===== config.mk =====
export PLATFORM = sky130hd
export DESIGN_NAME = cdf_mac
export DESIGN_NICKNAME = d
export VERILOG_FILES = /design/src/rtl/core/assert_macros.svh /design/src/rtl/core/cdf_pkg.sv /design/src/rtl/core/cdf_mac.sv
export SDC_FILE = /design/constraint.sdc
export NUM_CORES = 2
export LEC_CHECK = 0
export BUFFER_PORTS_ARGS = -buffer_cell sky130_fd_sc_hd__buf_2
export CORE_AREA = 2 2 279 281
export CTS_CLUSTER_DIAMETER = 200
export DETAILED_ROUTE_END_ITERATION = 10
export DIE_AREA = 0 0 281 283
export HOLD_SLACK_MARGIN = 0.1
export SKIP_LAST_GASP = 1
export SYNTH_ARGS = -nofsm -noshare
export SYNTH_HDL_FRONTEND = slang
export SYNTH_SLANG_ARGS = --single-unit
export TNS_END_PERCENT = 20

===== constraint.sdc =====
create_clock -name clk -period 10.6 [get_ports clk]
set_input_delay 0.53 -clock clk [delete_from_list [all_inputs] [get_ports clk]]
set_output_delay 0.53 -clock clk [all_outputs]
set_load 0.02 [all_outputs]

===== src/rtl/core/assert_macros.svh =====
// Assertion macros shared by the convolution unit RTL.
// Each macro checks a property on the rising edge of clk, off while arst_n is low.
`ifndef ASSERT_MACROS_SVH
`define ASSERT_MACROS_SVH

// The property must hold at every checked clock edge.
`define CDF_ASSERT(lbl, prop, msg) \
	lbl: assert property (@(posedge clk) disable iff (!arst_n) (prop)) else $error(msg);

// The condition must never be true at a checked clock edge.
`define CDF_NEVER(lbl, cond, msg) \
	lbl: assert property (@(posedge clk) disable iff (!arst_n) !(cond)) else $error(msg);

`endif


===== src/rtl/core/cdf_pkg.sv =====
// Shared types and constants for the direct 2D convolution unit.
// Used by cdf_mac and conv2d_direct_forward_unit; depends on nothing.
package cdf_pkg;

	// Input word operation codes.
	localparam logic [1:0] OP_LOAD_WEIGHT = 2'd0;
	localparam logic [1:0] OP_LOAD_BIAS   = 2'd1;
	localparam logic [1:0] OP_LOAD_PIXEL  = 2'd2;
	localparam logic [1:0] OP_COMPUTE     = 2'd3;

	// Result status codes.
	localparam logic [1:0] ST_OK      = 2'd0;
	localparam logic [1:0] ST_SAT     = 2'd1;
	localparam logic [1:0] ST_OUTSIDE = 2'd2;

	// Configuration register indexes.
	localparam logic [2:0] CFG_IN_CH   = 3'd0;
	localparam logic [2:0] CFG_OUT_CH  = 3'd1;
	localparam logic [2:0] CFG_KERNEL  = 3'd2;
	localparam logic [2:0] CFG_STEP    = 3'd3;
	localparam logic [2:0] CFG_PAD     = 3'd4;
	localparam logic [2:0] CFG_HEIGHT  = 3'd5;
	localparam logic [2:0] CFG_WIDTH   = 3'd6;

	localparam int MAX_STEP = 4;

	// Shared multiplier operand width and accumulator width.
	localparam int MUL_W = 24;
	localparam int ACC_W = 48;

	typedef enum logic [2:0] {
		ST_IDLE,
		ST_SETUP,
		ST_RUN,
		ST_DRAIN,
		ST_FINISH
	} seq_state_t;

	// Control from the sequencer to the multiply-accumulate unit.
	typedef struct packed {
		logic load_bias;
		logic acc_en;
	} mac_ctl_t;

endpackage


===== src/rtl/core/cdf_mac.sv =====
// Shared multiplier with product register, wide accumulator and saturation.
// Depends on cdf_pkg; driven by the sequencer in conv2d_direct_forward_unit.
module cdf_mac import cdf_pkg::*; (
	input  logic                      clk,
	input  mac_ctl_t                  ctl,
	input  logic signed [MUL_W-1:0]   op_a,
	input  logic signed [MUL_W-1:0]   op_b,
	input  logic signed [15:0]        bias,
	output logic signed [2*MUL_W-1:0] prod,
	output logic signed [31:0]        sum,
	output logic                      saturated
);

	logic signed [2*MUL_W-1:0] prod_q;
	logic signed [ACC_W-1:0]   acc_q;
	logic                      hi_over;
	logic                      lo_over;

	// One product per cycle, registered before it is used.
	always_ff @(posedge clk) begin
		prod_q <= op_a * op_b;
	end

	// The bias in Q8.8, shifted into Q16.16, starts the sum; valid products add to it.
	always_ff @(posedge clk) begin
		if (ctl.load_bias) begin
			acc_q <= ACC_W'(bias) <<< 8;
		end else if (ctl.acc_en) begin
			acc_q <= acc_q + ACC_W'(prod_q);
		end
	end

	// Clamp to the signed 32-bit range.
	always_comb begin
		hi_over   = acc_q > ACC_W'(signed'(32'sh7fffffff));
		lo_over   = acc_q < ACC_W'(signed'(32'sh80000000));
		saturated = hi_over || lo_over;
		if (hi_over) begin
			sum = 32'sh7fffffff;
		end else if (lo_over) begin
			sum = 32'sh80000000;
		end else begin
			sum = acc_q[31:0];
		end
	end

	assign prod = prod_q;

endmodule


======== Yosys cells after proc, flatten, opt, wreduce, memory -nomap -nowiden ========
Cells that the tools add are included.
storage, ports and cells
  bits in registers ....................... 96
  bits of input ports ..................... 67
  output and inout bits ................... 81
  word-level logic and storage cells ...... 13
cells by class
  $add $sub $neg .......................... 1
  multipliers ............................. 1
  order comparisons ....................... 2
  mux-type cells .......................... 4
  reductions and logical operators ........ 2
operator list
  kind                                                             count
  2-to-1 mux 48 bit                                                2
  2-to-1 mux 32 bit                                                2
  adder 48 bit                                                     1
  greater-than comparator 48 x 32 -> 1 bit, second input constant  1
  < comparator 48 x 32 -> 1 bit, second input constant             1
  multiplier 24 x 24 -> 48 bit                                     1
  nonzero test 2 bit                                               1
  logical OR 1 bit                                                 1

======== Depth between registers and ports, before layout ========
  depth in word-level cells ............... 3
  depth in mapped cells ................... 27
  mapped depth without buffers ............ 26

======== Worst setup path after synthesis ========
Ideal clock, no wire load.
  path type ............................... input to register
  start point ............................. in op_a[23]
  end point ............................... reg prod_q[45], in the netlist prod[45]
  library setup time ...................... 0.072 ns
  data arrival time ....................... 6.743 ns
  required time ........................... 10.528 ns
  path slack .............................. 3.785 ns
  stages .................................. 22
  buffers on the path ..................... 2
  cell sequence ........................... clkbuf_1 -> nand2_1 -> inv_1 -> fa_1 -> fa_1 -> inv_1 -> fa_1 -> inv_1 -> fa_1 -> fa_1 -> fa_1 -> fa_1 -> ha_1 -> clkbuf_1 -> a21o_1 -> a21o_1 -> a21oi_1 -> o21ai_0 -> a21oi_1 -> o21ai_1 -> a21oi_1 -> xnor2_1
between the ends
  word-level cells in the longest chain between the ends .. 1
ends and longest elaborated chain
  what                          RTL line       text
  start: declaration            cdf_mac.sv:6   input logic signed [MUL_W-1:0] op_a,
  multiplier 24 x 24 -> 48 bit  cdf_mac.sv:21  prod_q <= op_a * op_b;
  end signal: assignment        cdf_mac.sv:21
  end: declaration              cdf_mac.sv:14  logic signed [2*MUL_W-1:0] prod_q;
Every way passes these cells.
A chain may end at the register's enable or synchronous reset.

======== Worst setup path in the final report ========
  start point ............................. in op_b[9]
  end point ............................... reg prod_q[46], in the netlist prod[46]
between the ends
  word-level cells in the longest chain between the ends .. 1
ends and longest elaborated chain
  what                          RTL line       text
  start: declaration            cdf_mac.sv:7   input logic signed [MUL_W-1:0] op_b,
  multiplier 24 x 24 -> 48 bit  cdf_mac.sv:21
Every way passes these cells.

==> reports/results.md <==
Run status
* result of the run: finished clean

Routing
* remaining antenna violation count after routing: 0
* Wirelength per Cell: 17.9 um
* number of vias after detailed routing: 19.4k
* Via-to-Cell Ratio: 4.88
* total wire length after detailed routing: 71,200 um
* router iterations before antenna repair: 5
* Initial DRC Count: 998
* drc violations: 0

Clocking
* number of CTS-inserted buffers: 9
* clock latency on the worst-skew pair: 0.38 ns
* htree depth: 3
* Clk pin slew, worst setup/hold paths: 0.08 ns
* buffer cell driving the clock tree root: sky130_fd_sc_hd__clkbuf_16
* Max clock buf depth: 2
* number of post-CTS setup repair buffers: 0
* CTS sink cnt: 96
* clock tree from TritonCTS: built
* number of resized instances in the post-cts repair step: 0
* hold buffers post-CTS: 0

Worst setup path
* worst-case register-to-register setup slack: 6.96 ns
* Arr. time, crit path: 7.59 ns
* required time of the critical path: 10.90 ns
* Crit Reg-Reg Startpoint: prod[0]$_DFF_P_
* Worst setup EP type: flop
* Worst Reg2Reg Path Length in Cells: 13
* endpoint of the lowest-slack register-to-register path: acc_q[40]$_DFFE_PP_
* critical path class: in2reg
* highest net fanout along the worst path: 24
* element type at the critical path start: primary input

Logic synthesis
* library cell with the highest instance count after synthesis: sky130_fd_sc_hd__fa_1
* Synth cell types: 69
* top cell types by occurrence after synthesis: sky130_fd_sc_hd__fa_1 (608), sky130_fd_sc_hd__inv_1 (602), sky130_fd_sc_hd__nand2_1 (411), sky130_fd_sc_hd__and2_1 (272), sky130_fd_sc_hd__ha_1 (181)
* netlist area before placement: 26,600 sq um
* syn_area_per_cell: 9.22 sq um
* Main synth FF type: sky130_fd_sc_hd__dfxtp_1
* post-synthesis net count: 3,747
* count of yosys warnings during synthesis: 0
* sequential share of the synthesized area: 0.0871
* fraction of synthesis flops using an asynchronous set or reset pin: 0
* top cell type by total area after synthesis: sky130_fd_sc_hd__fa_1
* EDFF count, synth: 40
* proportion of netlist area held by the largest area contributor: 0.457
* Yosys reg bits: 96
* synthesized instance count: 2,891
* ranking of synthesized cells by area: sky130_fd_sc_hd__fa_1 (46%), sky130_fd_sc_hd__ha_1 (8.5%), sky130_fd_sc_hd__inv_1 (8.5%)

Placement
* placed cell areas: 28,300 sq um
* GPL Wtd Cong: 0.882
* count of input and output buffers: 147
* half-perimeter wire length of the detailed placement result: 57,400 um

Die
* height of the die: 283 um
* site row count: 102
* initial core utilization: 0.347
* Total Die Area: 79,500 sq um
* IO Pins: 148
* CORE AREA: 76,700 sq um
* x dimension of the die: 281 um

Min path
* startpoint of the tightest hold check path: bias[1]
* hold path endpoint: acc_q[9]$_DFFE_PP_
* hold path cells: 3
* worst min path class: in2reg

STA
* max-slew violation count: 0
* maximum achievable frequency: 0.137 GHz
* Clock Skew: 0.0156 ns
* time the final worst path needs with I/O delays and setup: 7.28 ns
* unrepaired setup endpoints after global routing: no
* normalized max-slew margin: 0.247
* final count of negative-setup-slack endpoints: 0
* Final Hold Viols: 0
* slew at the pin with the worst max-slew slack: 1.13 ns
* final worst-path cycle share: 0.687
* final setup TNS: 0 ns

Cells and area
* ratio of cells with drive above 1 in the final layout: 0.0641
* number of nets in the layout: 3,784
* final design instance area without fill: 28,600 sq um
* post-synthesis to final-layout area growth: 7.18%

Global routing
* global-route usage over all layers: 0.190
* global-route wire length before repair: 118,000 um
* maximum number of pins on one net before global-route repair: 41
* vias in the first global route: 21.8k
* initial antenna violation count: 1
* aggregate global routing overflow: 0

Job
* maxcap violations: 0

==> cell type report <==
type                            count  area, sq um
Multi-Input combinational cell   2067        21600
Timing Repair Buffer              150          758
Tap cell                         1040         1300
Inverter                          604         2270
Sequential cell                    96         2320
Clock buffer                        9          225
Antenna cell                        1         2.50
Fill cell                        7863        48100
Clock inverter                      7         73.8
==> sequential cells by signal, indices dropped and copies added, names as in the netlist <==
register / cells
acc_q: 48
prod: 48
==> critical path, stage by stage <==
cell	delay [ns]
sky130_fd_sc_hd__buf_2	0.50
sky130_fd_sc_hd__nand2_1	0.16
sky130_fd_sc_hd__fa_1	0.54
sky130_fd_sc_hd__fa_1	0.55
sky130_fd_sc_hd__inv_1	0.05
sky130_fd_sc_hd__fa_1	0.49
sky130_fd_sc_hd__inv_1	0.05
sky130_fd_sc_hd__fa_1	0.53
sky130_fd_sc_hd__inv_1	0.05
sky130_fd_sc_hd__fa_1	0.45
sky130_fd_sc_hd__fa_1	0.54
sky130_fd_sc_hd__fa_1	0.43
sky130_fd_sc_hd__ha_1	0.37
sky130_fd_sc_hd__a21oi_1	0.16
sky130_fd_sc_hd__o21ai_1	0.09
sky130_fd_sc_hd__a211oi_1	0.26
sky130_fd_sc_hd__o221ai_1	0.22
sky130_fd_sc_hd__a31oi_1	0.32
sky130_fd_sc_hd__a31oi_1	0.25
sky130_fd_sc_hd__a211oi_2	0.33
sky130_fd_sc_hd__o21ai_1	0.16
sky130_fd_sc_hd__a311oi_1	0.37
sky130_fd_sc_hd__xnor2_1	0.15
==> worst max-delay path by stage <==
stage          startpoint          endpoint  slack, ns  cells past startpoint
6_report          op_b[9]  prod[46]$_DFF_P_       3.32                     23
5_1_grt           op_b[0]  prod[45]$_DFF_P_       2.96                     21
4_1_cts           op_b[0]  prod[45]$_DFF_P_       3.36                     21
3_5_place_dp      op_b[0]  prod[45]$_DFF_P_       2.97                     21
3_3_place_gp      op_b[0]  prod[45]$_DFF_P_       3.03                     21
2_1_floorplan    op_a[23]  prod[45]$_DFF_P_       3.78                     22
==> cells in the final DEF (no fill, tap or decap), drive strengths merged, types with 14 or more instances in the layout <==
| master | instances |
|---|---|
| dfxtp | 56 |
| edfxtp | 40 |
| a31oi | 14 |
| buf | 150 |
| nand3 | 23 |
| xor2 | 29 |
| nand2b | 16 |
| nor2 | 67 |
| xnor2 | 66 |
| inv | 606 |
| ha | 181 |
| and2 | 273 |
| o21ai | 79 |
| nand2 | 412 |
| a21o | 53 |
| a21oi | 93 |
| fa | 608 |
==> per-layer routing <==
layer / track usage / wire, um / up-vias
met5: 0 / 0 / -
met2: 0.361 / 38500 / 417
met1: 0.226 / 28200 / 10100
met4: 0.0495 / 2000 / 0
li1: - / - / 8818
met3: 0.0172 / 2400 / 89
==> cells by family (layout without fill, tap and decap cells) <==
family / count (synthesis) / count (layout) / synth area share
AOI/OAI and AO/OA: 320 / 320 / 0.0796
xor gates and xnor gates: 95 / 95 / 0.0312
adders and majority gates: 789 / 789 / 0.542
buffers and inverters: 728 / 770 / 0.103
DFF: 96 / 96 / 0.0871
muxes: 4 / 4 / 0.00150
other: 0 / 1 / 0
and+or+nand+nor: 859 / 859 / 0.156
==> stage by stage <==
stage	hold slack, ns	std cells	utilization	setup slack, ns
after floorplan	0.458	2891	-	3.78
after global placement	0.475	3957	0.368	3.03
after detailed placement	0.486	3957	0.368	2.97
after CTS	0.418	3973	0.372	3.36
after global routing	0.441	3974	0.372	2.96
final	0.431	3974	0.372	3.32
Power is left out: the tool's default activity adds up to more than one toggle a clock period on the data nets, which glitch-free logic cannot reach.
