[config.mk]
export PLATFORM = sky130hd
export DESIGN_NAME = cdf_ram
export DESIGN_NICKNAME = d
export VERILOG_FILES = /design/src/rtl/core/assert_macros.svh /design/src/rtl/core/cdf_ram.sv
export SDC_FILE = /design/constraint.sdc
export NUM_CORES = 1
export LEC_CHECK = 0
export ABC_CLOCK_PERIOD_IN_PS = 3350
export BUFFER_PORTS_ARGS = -buffer_cell sky130_fd_sc_hd__buf_2
export CAP_MARGIN = 5
export CORE_ASPECT_RATIO = 0.5
export CORE_MARGIN = 4
export CORE_UTILIZATION = 35
export CTS_CLUSTER_SIZE = 24
export DETAILED_ROUTE_END_ITERATION = 10
export PLACE_DENSITY = 0.59
export SYNTH_ARGS = -nofsm -noshare
export SYNTH_HDL_FRONTEND = slang
export SYNTH_SLANG_ARGS = --single-unit
[constraint.sdc]
create_clock -name clk -period 3.35 [get_ports clk]
set_clock_uncertainty 0.05 [all_clocks]
set_input_delay 0.335 -clock clk [delete_from_list [all_inputs] [get_ports clk]]
set_output_delay 0.335 -clock clk [all_outputs]
set_load 0.05 [all_outputs]
[src/rtl/core/assert_macros.svh]
// Assertion macros shared by the convolution unit RTL.
// Each macro checks a property on the rising edge of clk, off while arst_n is low.
`ifndef ASSERT_MACROS_SVH
`define ASSERT_MACROS_SVH

// The property must hold at every checked clock edge.
`define CDF_ASSERT(lbl, prop, msg) \
	lbl: assert property (@(posedge clk) disable iff (!arst_n) (prop)) else $error(msg);

// The condition must never be true at a checked clock edge.
`define CDF_NEVER(lbl, cond, msg) \
	lbl: assert property (@(posedge clk) disable iff (!arst_n) !(cond)) else $error(msg);

`endif

[src/rtl/core/cdf_ram.sv]
// Generic single-port-write, single-port-read RAM with registered read data.
// Stands alone; used for the weight, bias and image stores.
module cdf_ram #(
	parameter int WIDTH = 16,
	parameter int DEPTH = 16
) (
	input  logic                                   clk,
	input  logic                                   we,
	input  logic [(DEPTH > 1 ? $clog2(DEPTH) : 1)-1:0] waddr,
	input  logic [WIDTH-1:0]                       wdata,
	input  logic [(DEPTH > 1 ? $clog2(DEPTH) : 1)-1:0] raddr,
	output logic [WIDTH-1:0]                       rdata
);

	logic [WIDTH-1:0] mem_q [DEPTH];

	// One write and one registered read per cycle.
	always_ff @(posedge clk) begin
		if (we) begin
			mem_q[waddr] <= wdata;
		end
		rdata <= mem_q[raddr];
	end

endmodule

Yosys cells after proc, flatten, opt, wreduce, memory -nomap -nowiden
Memories as Yosys holds them, arrays and structs flattened. A register that Yosys moved wholly into a read port is not among the register bits.
Index checks and enable logic that the tools add are counted.
{"block": "word_totals", "register_bits": 0, "mem_bits_rw": 256, "in_bits": 26, "word_cells": 3, "n_memories": 1}
{"name": "mem_q", "depth": 16, "width": 16, "rd": 1, "rd_clocked_by_memory_dff": 1, "wr": 1, "line_no": "cdf_ram.sv:15", "rtl": "logic [WIDTH-1:0] mem_q [DEPTH];"}
{"block": "op_classes", "muxes": 2}
{"op": "1-bit 2-to-1 mux", "n": 2}

Logic depth before layout (Yosys ltp)
Gate-level depths: netlist of the first run.
{"block": "depth", "ltp_word": 2, "mapped_depth": 5, "ltp_nobuf": 3}

Least setup slack after synthesis of the first run
Ideal clock, no wire load.
{"block": "synth_timing", "path_type": "input to register", "start": "input port waddr[2] (netlist bit)", "end": "memory mem_q[0][0], enable pin", "setup_ns": 0.409, "arrival_ns": 1.981, "t_required_ns": 2.891, "setup_slack_ns": 0.910, "stages": 2, "n_path_buf": 0, "cell_sequence": "or3b_2 > nor3_1"}
{"element": "start: declaration", "line_no": "cdf_ram.sv:9", "rtl": "input logic [(DEPTH > 1 ? $clog2(DEPTH) : 1)-1:0] waddr,"}
{"element": "end: declaration", "line_no": "cdf_ram.sv:15"}
No word-level cell before the write port.

Worst setup path after layout of the first run
{"block": "layout_timing", "start": "register rdata[8] (read register of mem_q)", "end": "output port rdata[8]"}
{"element": "start: declaration", "line_no": "cdf_ram.sv:12", "rtl": "output logic [WIDTH-1:0] rdata"}
No word-level cell between the ends.

==> impl_metrics.toml, run 1 <==
[cts]
cts_buffers = 25
cts_root_buf = "clkbuf_16"
cts_setup_buffers = 0
cts_repair_resize_count = 0
cts_sinks = 272
clk_path_buf_depth = 3
worstSkewPairLatency_ns = 0.53
cts_tree = "built"
clk_pin_slew_worst_paths_ns = 0.07
hold_buffers = 0
cts-htree-levels = 1

[routing]
viasPerCell = 4.97
dr.pass1.iters = 4
drc = 0
vias = 4485
wl_per_cell_um = 23.0
drtIter0Drc = 431
ant_nets = 0
routed_wl_um = 20800

[global_route]
grt_pass1_vias = 4767
grt_overflow = 0
antenna_found_initial = 0
grt_usage = 0.132
grt_first_pass_wirelength_um = 30800
grt_max_degree = 65

[layout]
final_cell_count_no_fill = 902
stdcell_area_um2 = 11600
final_common_cell = "edfxtp_1"
layout-drive-gt1-share = 0.331
nets = 527
area_growth_pct = 15.7
final_cell_mix = "edfxtp_1, mux4_2, buf_2"
antenna_cells = 0

[pwr]
p_clk_frac = 0.388
powerDensity_nw_per_um2 = 595
swShare = 0.213
power_w = 0.00692
combPwrFrac = 0.059
p_leak_nw = 3.74
cell_internal_pwr_w = 0.00544
ir_worst_vdd_mv = 0.434
switchingPower_w = 0.00147
pwr-share-seq = 0.553

[worst_setup_path]
path_cells = "buf_2"
crit_path_end_kind = "output pin"
regToRegSetupSlack_ns = 2.00
cp-start-kind = "flop"
cp.required_ns = 2.96
critPathArrivalTime_ns = 1.17
critPathBufInv = 1
crit_fanout = 1
slowest_stage = "dfxtp_1"
cp_top_family = "flip-flops"
max_stage_delay_ns = 0.36
path_class = "reg -> out"

[sta]
tightest_slew_ns = 1.17
tns_ns = 0
rsz0062_at_grt = "no"
period_share = 0.463
final-setup-viol-count = 0
final-max-slew-violation-count = 0
finalCriticalPeriod_ns = 1.55
max_freq_mhz = 644
slew_headroom = 0.216
hold_violations = 0
worst_hold_slack_ns = 0.127

[floorplanning]
coreArea_um2 = 28000
dieHeight_um = 128
pin_count = 42
dieArea_um2 = 31600
rows = 43
dieWidth_um = 248
start_util = 0.359

[synthesis]
ys_types = 19
ys_ff_latch = 272
ys_warn_count = 0
synth_fp_nets = 458
netlist_area_um2 = 10000
ys_seq_area_frac = 0.797
syn_avg_cell_area_um2 = 23.2
synthCells = 432

[placement]
dpl_cell_area_um2 = 10900
dp_hpwl_um = 11300
gp_congestion = 0.734
dp_cells = 856
port_buffers = 41

[job]
cap_violations = 0

[worst_hold_path]
hold_path_class = "in -> reg"

[status]
status = "complete, no violations"
-- power by group through the flow --
stage	Combinational, W	Clock [W]	Sequential [W]
2_1_floorplan	0.000186	0	0.00397
3_3_place_gp	0.000413	0	0.00390
3_5_place_dp	0.000417	0	0.00390
4_1_cts	0.000418	0.00274	0.00383
5_1_grt	0.000440	0.00290	0.00383
6_report	0.000409	0.00268	0.00382
-- cell usage after synthesis (all sizes together) --
| library cell | instances | area share |
|---|---|---|
| nand2b | 2 | 0.0012 |
| nand2 | 17 | 0.0064 |
| nor2b | 2 | 0.0012 |
| buf | 13 | 0.0093 |
| edfxtp | 256 | 0.77 |
| nor2 | 13 | 0.0049 |
| mux4 | 64 | 0.15 |
| nor3 | 4 | 0.0020 |
| clkbuf | 8 | 0.0030 |
| or3b | 1 | 0.00087 |
| and2 | 1 | 0.00062 |
| dfxtp | 16 | 0.032 |
| nand3b | 2 | 0.0015 |
| a22oi | 32 | 0.024 |
| nand3 | 1 | 0.00050 |
-- metal layers --
metal  vias up  share of wire  GRT usage
li1       1980              -          -
met5         -              0          0
met2       131           0.50      0.225
met4         0          0.015     0.0311
met3        26          0.070     0.0207
met1      2348           0.41      0.180
-- sequential cells by signal, indices dropped and copies added (netlist names) --
| name | cells |
|---|---|
| mem_q | 256 |
| rdata | 16 |
-- worst paths after layout --
| check | to | cells past startpoint | startpoint |
|---|---|---|---|
| setup / recovery | rdata[8] | 1 | rdata[8]$_DFF_P_ |
| hold / removal | mem_q[0][12]$_DFFE_PP_ | 1 | wdata[12] |
| setup reg to reg | rdata[12]$_DFF_P_ | 3 | mem_q[10][12]$_DFFE_PP_ |
| hold reg to reg | rdata[0]$_DFF_P_ | 3 | mem_q[14][0]$_DFFE_PP_ |
-- kinds of logic after synthesis --
family / synth area share
multiplexers: 0.147
buffers and inverters: 0.0123
AO/OA/AOI/OAI: 0.0239
flip-flops: 0.797
AND/OR/NAND/NOR: 0.0192
-- per-stage QoR --
step	setup slack, ns	util
2_1_floorplan	0.910	-
5_1_grt	1.76	0.415
3_3_place_gp	1.38	0.388
4_1_cts	1.78	0.415
6_report	1.80	0.415
3_5_place_dp	1.37	0.388
-- final cells by class --
type,count,area (µm²)
fill,2451,16400
sequential,272,8010
multi-input combinational,139,1970
clock buffer,33,676
tap,382,478
timing repair buffer,63,398
clock inverter,13,95.1
Note: power is estimated with default switching activity, not from simulation.
==> run 2, diff against run 1 <==
--- a/config.mk
+++ b/config.mk
@@ -5,7 +5,7 @@
 export SDC_FILE = /design/constraint.sdc
 export NUM_CORES = 1
 export LEC_CHECK = 0
-export ABC_CLOCK_PERIOD_IN_PS = 3350
+export ABC_CLOCK_PERIOD_IN_PS = 1400
 export BUFFER_PORTS_ARGS = -buffer_cell sky130_fd_sc_hd__buf_2
 export CAP_MARGIN = 5
 export CORE_ASPECT_RATIO = 0.5
@@ -13,7 +13,7 @@
 export CORE_UTILIZATION = 35
 export CTS_CLUSTER_SIZE = 24
 export DETAILED_ROUTE_END_ITERATION = 10
-export PLACE_DENSITY = 0.59
+export PLACE_DENSITY = 0.61
 export SYNTH_ARGS = -nofsm -noshare
 export SYNTH_HDL_FRONTEND = slang
 export SYNTH_SLANG_ARGS = --single-unit
==> constraint.sdc (replaced) <==
create_clock -name clk -period 1.4 [get_ports clk]
set_clock_uncertainty 0.05 [all_clocks]
set_input_delay 0.14 -clock clk [delete_from_list [all_inputs] [get_ports clk]]
set_output_delay 0.14 -clock clk [all_outputs]
set_load 0.05 [all_outputs]
==> run 2 against run 1 <==
Net effect: core utilization up 1.7 points; sequential cell count stayed put; routed wire length shrank 2.5%; cell area rose by 4.0%; power up 140%; sequential power rose by 140%; clock power rose by 130%; global-route usage fell by 0.16 points.
==> impl_metrics.toml, run 2 (synthesis gave the netlist of run 1 again) <==
[status]
status = "complete, no violations"

[floorplanning]
rows = 43
dieArea_um2 = 31600
pin_count = 42
dieWidth_um = 248
coreArea_um2 = 28000
dieHeight_um = 128
start_util = 0.359

[placement]
gp_congestion = 0.703
port_buffers = 41
dp_hpwl_um = 10900
dpl_cell_area_um2 = 11200

[sta]
period_share = 0.948
finalCriticalPeriod_ns = 1.33
tns_ns = 0
slew_headroom = 0.210
max_freq_mhz = 754
hold_violations = 0
final-max-slew-violation-count = 0
rsz0062_at_grt = "no"
tightest_slew_ns = 1.18
final-setup-viol-count = 0

[pwr]
power_w = 0.0163
ir_worst_vdd_mv = 1.05
powerDensity_nw_per_um2 = 1350
p_leak_nw = 3.88

[routing]
drtIter0Drc = 368
vias = 4698
viasPerCell = 5.08
ant_nets = 0
drc = 0
dr.pass1.iters = 4
routed_wl_um = 20200
wl_per_cell_um = 21.9

[layout]
final_cell_mix = "edfxtp_1, mux4_2, buf_2"
largest_register_ffs = 256
stdcell_area_um2 = 12100
fin_util = 0.432
multiInputGateArea_um2 = 2000
seq_area_um2 = 8010
fill_cells = 2391
top_register = "mem_q"
antenna_cells = 0
layout-drive-gt1-share = 0.326
final_common_cell = "edfxtp_1"
area_growth_pct = 20.4
nets = 551
reg.largest.list = "mem_q: 256 flops, rdata: 16 flops"

[worst_setup_path]
r2r-start = "mem_q[3][2]$_DFFE_PP_"
crit_fanout = 1
r2r_cells = 3
cp-start-kind = "flop"
path_cells = "buf_2"
max_stage_delay_ns = 0.36
path_class = "reg -> out"
slowest_stage = "dfxtp_1"
startpoint = "rdata[3]$_DFF_P_"
cp.depth = 1
critPathArrivalTime_ns = 1.14
cp.required_ns = 1.21
cp_top_family = "flip-flops"
critPathBufInv = 1
crit_path_end_kind = "output pin"

[cts]
clk_pin_slew_worst_paths_ns = 0.06
cts_buffers = 25
cts_tree = "built"
cts_root_buf = "clkbuf_16"
cts-htree-levels = 1
clk_path_buf_depth = 3
worstSkewPairLatency_ns = 0.50
cts_sinks = 272

[worst_hold_path]
min_from = "raddr[1]"
hold_path_class = "in -> reg"
min_path_cells = 4

[global_route]
grt_usage = 0.130
antenna_found_initial = 0
grt_overflow = 0
grt_first_pass_wirelength_um = 30400
grt_pass1_vias = 4826
grt_max_degree = 37

[job]
cap_violations = 0
-- run 2: through the flow --
step | hold WS, ns | instances | setup WS [ns]
after CTS | 0.116 | 925 | 0.0338
final | 0.121 | 925 | 0.0734
after global placement | 0.458 | 864 | -0.244
after detailed placement | 0.473 | 864 | -0.245
after global routing | 0.149 | 925 | 0.00291
after floorplan | 0.189 | 432 | -0.311
-- run 2: cell type report --
cell class / instances / share of cell area
clock buffers: 35 / 0.0565
clock inverters: 10 / 0.00373
multi-input cells: 139 / 0.165
flip-flops and latches: 272 / 0.662
well taps: 382 / 0.0395
repair buffers: 87 / 0.0728
-- run 2: final timing paths --
kind                                         end  slack, ns
worst max-delay path                    rdata[3]       0.07
worst min register to register  rdata[9]$_DFF_P_       0.62
worst min-delay path            rdata[4]$_DFF_P_       0.12
worst max register to register  rdata[2]$_DFF_P_       0.09
-- run 2: where the power goes --
| group | total (W) | internal [W] | switching (W) |
|---|---|---|---|
| logic | 0.00108 | 0.000426 | 0.000654 |
| registers | 0.00915 | 0.00910 | 0.0000511 |
| clock network | 0.00606 | 0.00339 | 0.00267 |
-- run 2: per-layer routing --
layer,share of wire,vias up,global-route usage
met5,0,-,0
met4,0.018,0,0.0255
met3,0.058,23,0.0215
met2,0.48,136,0.212
met1,0.44,2515,0.189
li1,-,2024,-
-- run 2: timing repair --
| item | in CTS | in global routing |
|---|---|---|
| setup buffers | 0 | 0 |
| endpoints found under the setup margin | 0 | 2 |
| hold buffers | 16 | 0 |
| endpoints found under the hold margin | 256 | 0 |
| gates resized for setup | 0 | 4 |
==> run 3, diff against run 2 <==
--- a/config.mk
+++ b/config.mk
@@ -8,12 +8,15 @@
 export ABC_CLOCK_PERIOD_IN_PS = 1400
 export BUFFER_PORTS_ARGS = -buffer_cell sky130_fd_sc_hd__buf_2
 export CAP_MARGIN = 5
+export CELL_PAD_IN_SITES_DETAIL_PLACEMENT = 1
+export CELL_PAD_IN_SITES_GLOBAL_PLACEMENT = 1
 export CORE_ASPECT_RATIO = 0.5
 export CORE_MARGIN = 4
 export CORE_UTILIZATION = 35
 export CTS_CLUSTER_SIZE = 24
 export DETAILED_ROUTE_END_ITERATION = 10
-export PLACE_DENSITY = 0.61
+export PLACE_DENSITY = 0.66
+export RECOVER_POWER = 100
 export SYNTH_ARGS = -nofsm -noshare
 export SYNTH_HDL_FRONTEND = slang
 export SYNTH_SLANG_ARGS = --single-unit
==> run 3 against run 2 <==
Net effect: sequential power is essentially flat; critical path depth grew 2; clock power grew 16%; sequential share of layout area grew 0.62 points; combinational power is essentially flat; clock-buffer cell count grew 1; largest cell class unchanged; largest power group unchanged.
==> impl_metrics.toml, run 3 (synthesis gave the netlist of run 1 again) <==
[floorplanning]
rows = 43
coreArea_um2 = 28000
start_util = 0.359
dieArea_um2 = 31600
dieHeight_um = 128
pin_count = 42
dieWidth_um = 248

[sta]
slew_headroom = 0.201
period_share = 0.957
tightest_slew_ns = 1.19
final-setup-viol-count = 0
max_freq_mhz = 746
worst_hold_slack_ns = 0.163
final-max-slew-violation-count = 0
hold_violations = 0
finalCriticalPeriod_ns = 1.34

[layout]
layout-drive-gt1-share = 0.296
reg.largest.list = "mem_q: 256 flops, rdata: 16 flops"
final_cell_mix = "edfxtp_1, mux4_2, clkbuf_2"
multiInputGateArea_um2 = 1950
antenna_cells = 0
top_register = "mem_q"
fill_cells = 2636
stdcell_area_um2 = 12000
nets = 557
seq_area_um2 = 8010
final_common_cell = "edfxtp_1"
area_growth_pct = 19.3
largest_register_ffs = 256

[cts]
clk_pin_slew_worst_paths_ns = 0.06
worstSkewPairLatency_ns = 0.51
cts_buffers = 26
clk_path_buf_depth = 3
cts_setup_buffers = 0
cts_root_buf = "clkbuf_16"
cts-htree-levels = 1
cts_sinks = 272
cts_tree = "built"

[status]
status = "complete, no violations"

[placement]
gp_congestion = 0.683
port_buffers = 41
dpl_cell_area_um2 = 11300
dp_hpwl_um = 12300

[worst_setup_path]
r2r-start = "mem_q[2][0]$_DFFE_PP_"
path_cells = "mux4_1, a22oi_2, nand2_1"
slowest_stage = "mux4_1"
max_stage_delay_ns = 0.52
critical_path.endpoint = "rdata[0]$_DFF_P_"
critPathArrivalTime_ns = 1.69
cp_top_family = "multiplexers"
crit_path_end_kind = "flop"
cp-start-kind = "flop"
regToRegSetupSlack_ns = 0.06
startpoint = "mem_q[2][0]$_DFFE_PP_"
critPathBufInv = 0
cp.required_ns = 1.75
crit_fanout = 1
r2r_end = "rdata[0]$_DFF_P_"
r2r_cells = 3
path_class = "reg -> reg"
cp.depth = 3

[global_route]
grt_pass1_vias = 5197
grt_usage = 0.142
antenna_found_initial = 0
grt_first_pass_wirelength_um = 33100
grt_overflow = 0
grt_max_degree = 30

[pwr]
ir_worst_vdd_mv = 0.729
p_leak_nw = 3.88
powerDensity_nw_per_um2 = 1440

[worst_hold_path]
hold_path_class = "in -> reg"

[routing]
dr.pass1.iters = 7
viasPerCell = 5.09
drc = 0
ant_nets = 0
routed_wl_um = 21900
vias = 4748
drtIter0Drc = 415
wl_per_cell_um = 23.5

[job]
cap_violations = 0
==> run 3: area by class of cell <==
type / count / area share
Tap cell: 382 / 0.0399
Multi-Input combinational cell: 139 / 0.163
Clock buffer: 36 / 0.0617
Sequential cell: 272 / 0.668
Clock inverter: 12 / 0.0113
Timing Repair Buffer: 92 / 0.0557
==> run 3: worst min-delay path by stage <==
stage,startpoint,to,cells past startpoint
floorplan,wdata[0],mem_q[0][0]$_DFFE_PP_,0
global route,raddr[2],rdata[13]$_DFF_P_,4
CTS,raddr[2],rdata[2]$_DFF_P_,4
finish,raddr[2],rdata[13]$_DFF_P_,4
detailed placement,wdata[10],mem_q[4][10]$_DFFE_PP_,1
global placement,wdata[7],mem_q[10][7]$_DFFE_PP_,1
==> run 3: power by group <==
| part | total, W | switching [W] | internal (W) |
|---|---|---|---|
| combinational | 0.00108 | 0.000671 | 0.000404 |
| clock | 0.00705 | 0.00281 | 0.00424 |
| sequential | 0.00916 | 0.0000574 | 0.00911 |
==> run 3: per-stage QoR <==
stage / TNS [ns] / util / setup slack, ns / std cells / power [W]
2_1_floorplan: -16.85 / - / -0.311 / 432 / 0.00996
3_3_place_gp: -4.91 / 0.402 / -0.244 / 869 / 0.0104
3_5_place_dp: -6.38 / 0.402 / -0.275 / 869 / 0.0104
4_1_cts: 0 / 0.439 / 0.0258 / 933 / 0.0175
5_1_grt: -0.0179 / 0.428 / -0.0109 / 933 / 0.0179
6_report: 0 / 0.428 / 0.0599 / 933 / 0.0173
==> run 3: worst register-to-register path, stage by stage, from the launching register on <==
cell and delay, ns:
edfxtp_1 0.37, mux4_1 0.52, a22oi_2 0.22, nand2_1 0.08
==> run 3: per-layer routing <==
metal,vias to the layer above,share of wire,track usage
li1,2039,-,-
met1,2568,0.43,0.194
met2,114,0.51,0.245
met3,27,0.049,0.0240
met4,0,0.010,0.0225
met5,-,0,0
==> run 3: what timing repair did <==
item,4_1_cts,5_1_grt
hold endpoints to repair,256,0
hold buffers,16,0
resized for setup,0,7
setup endpoints to repair,0,6
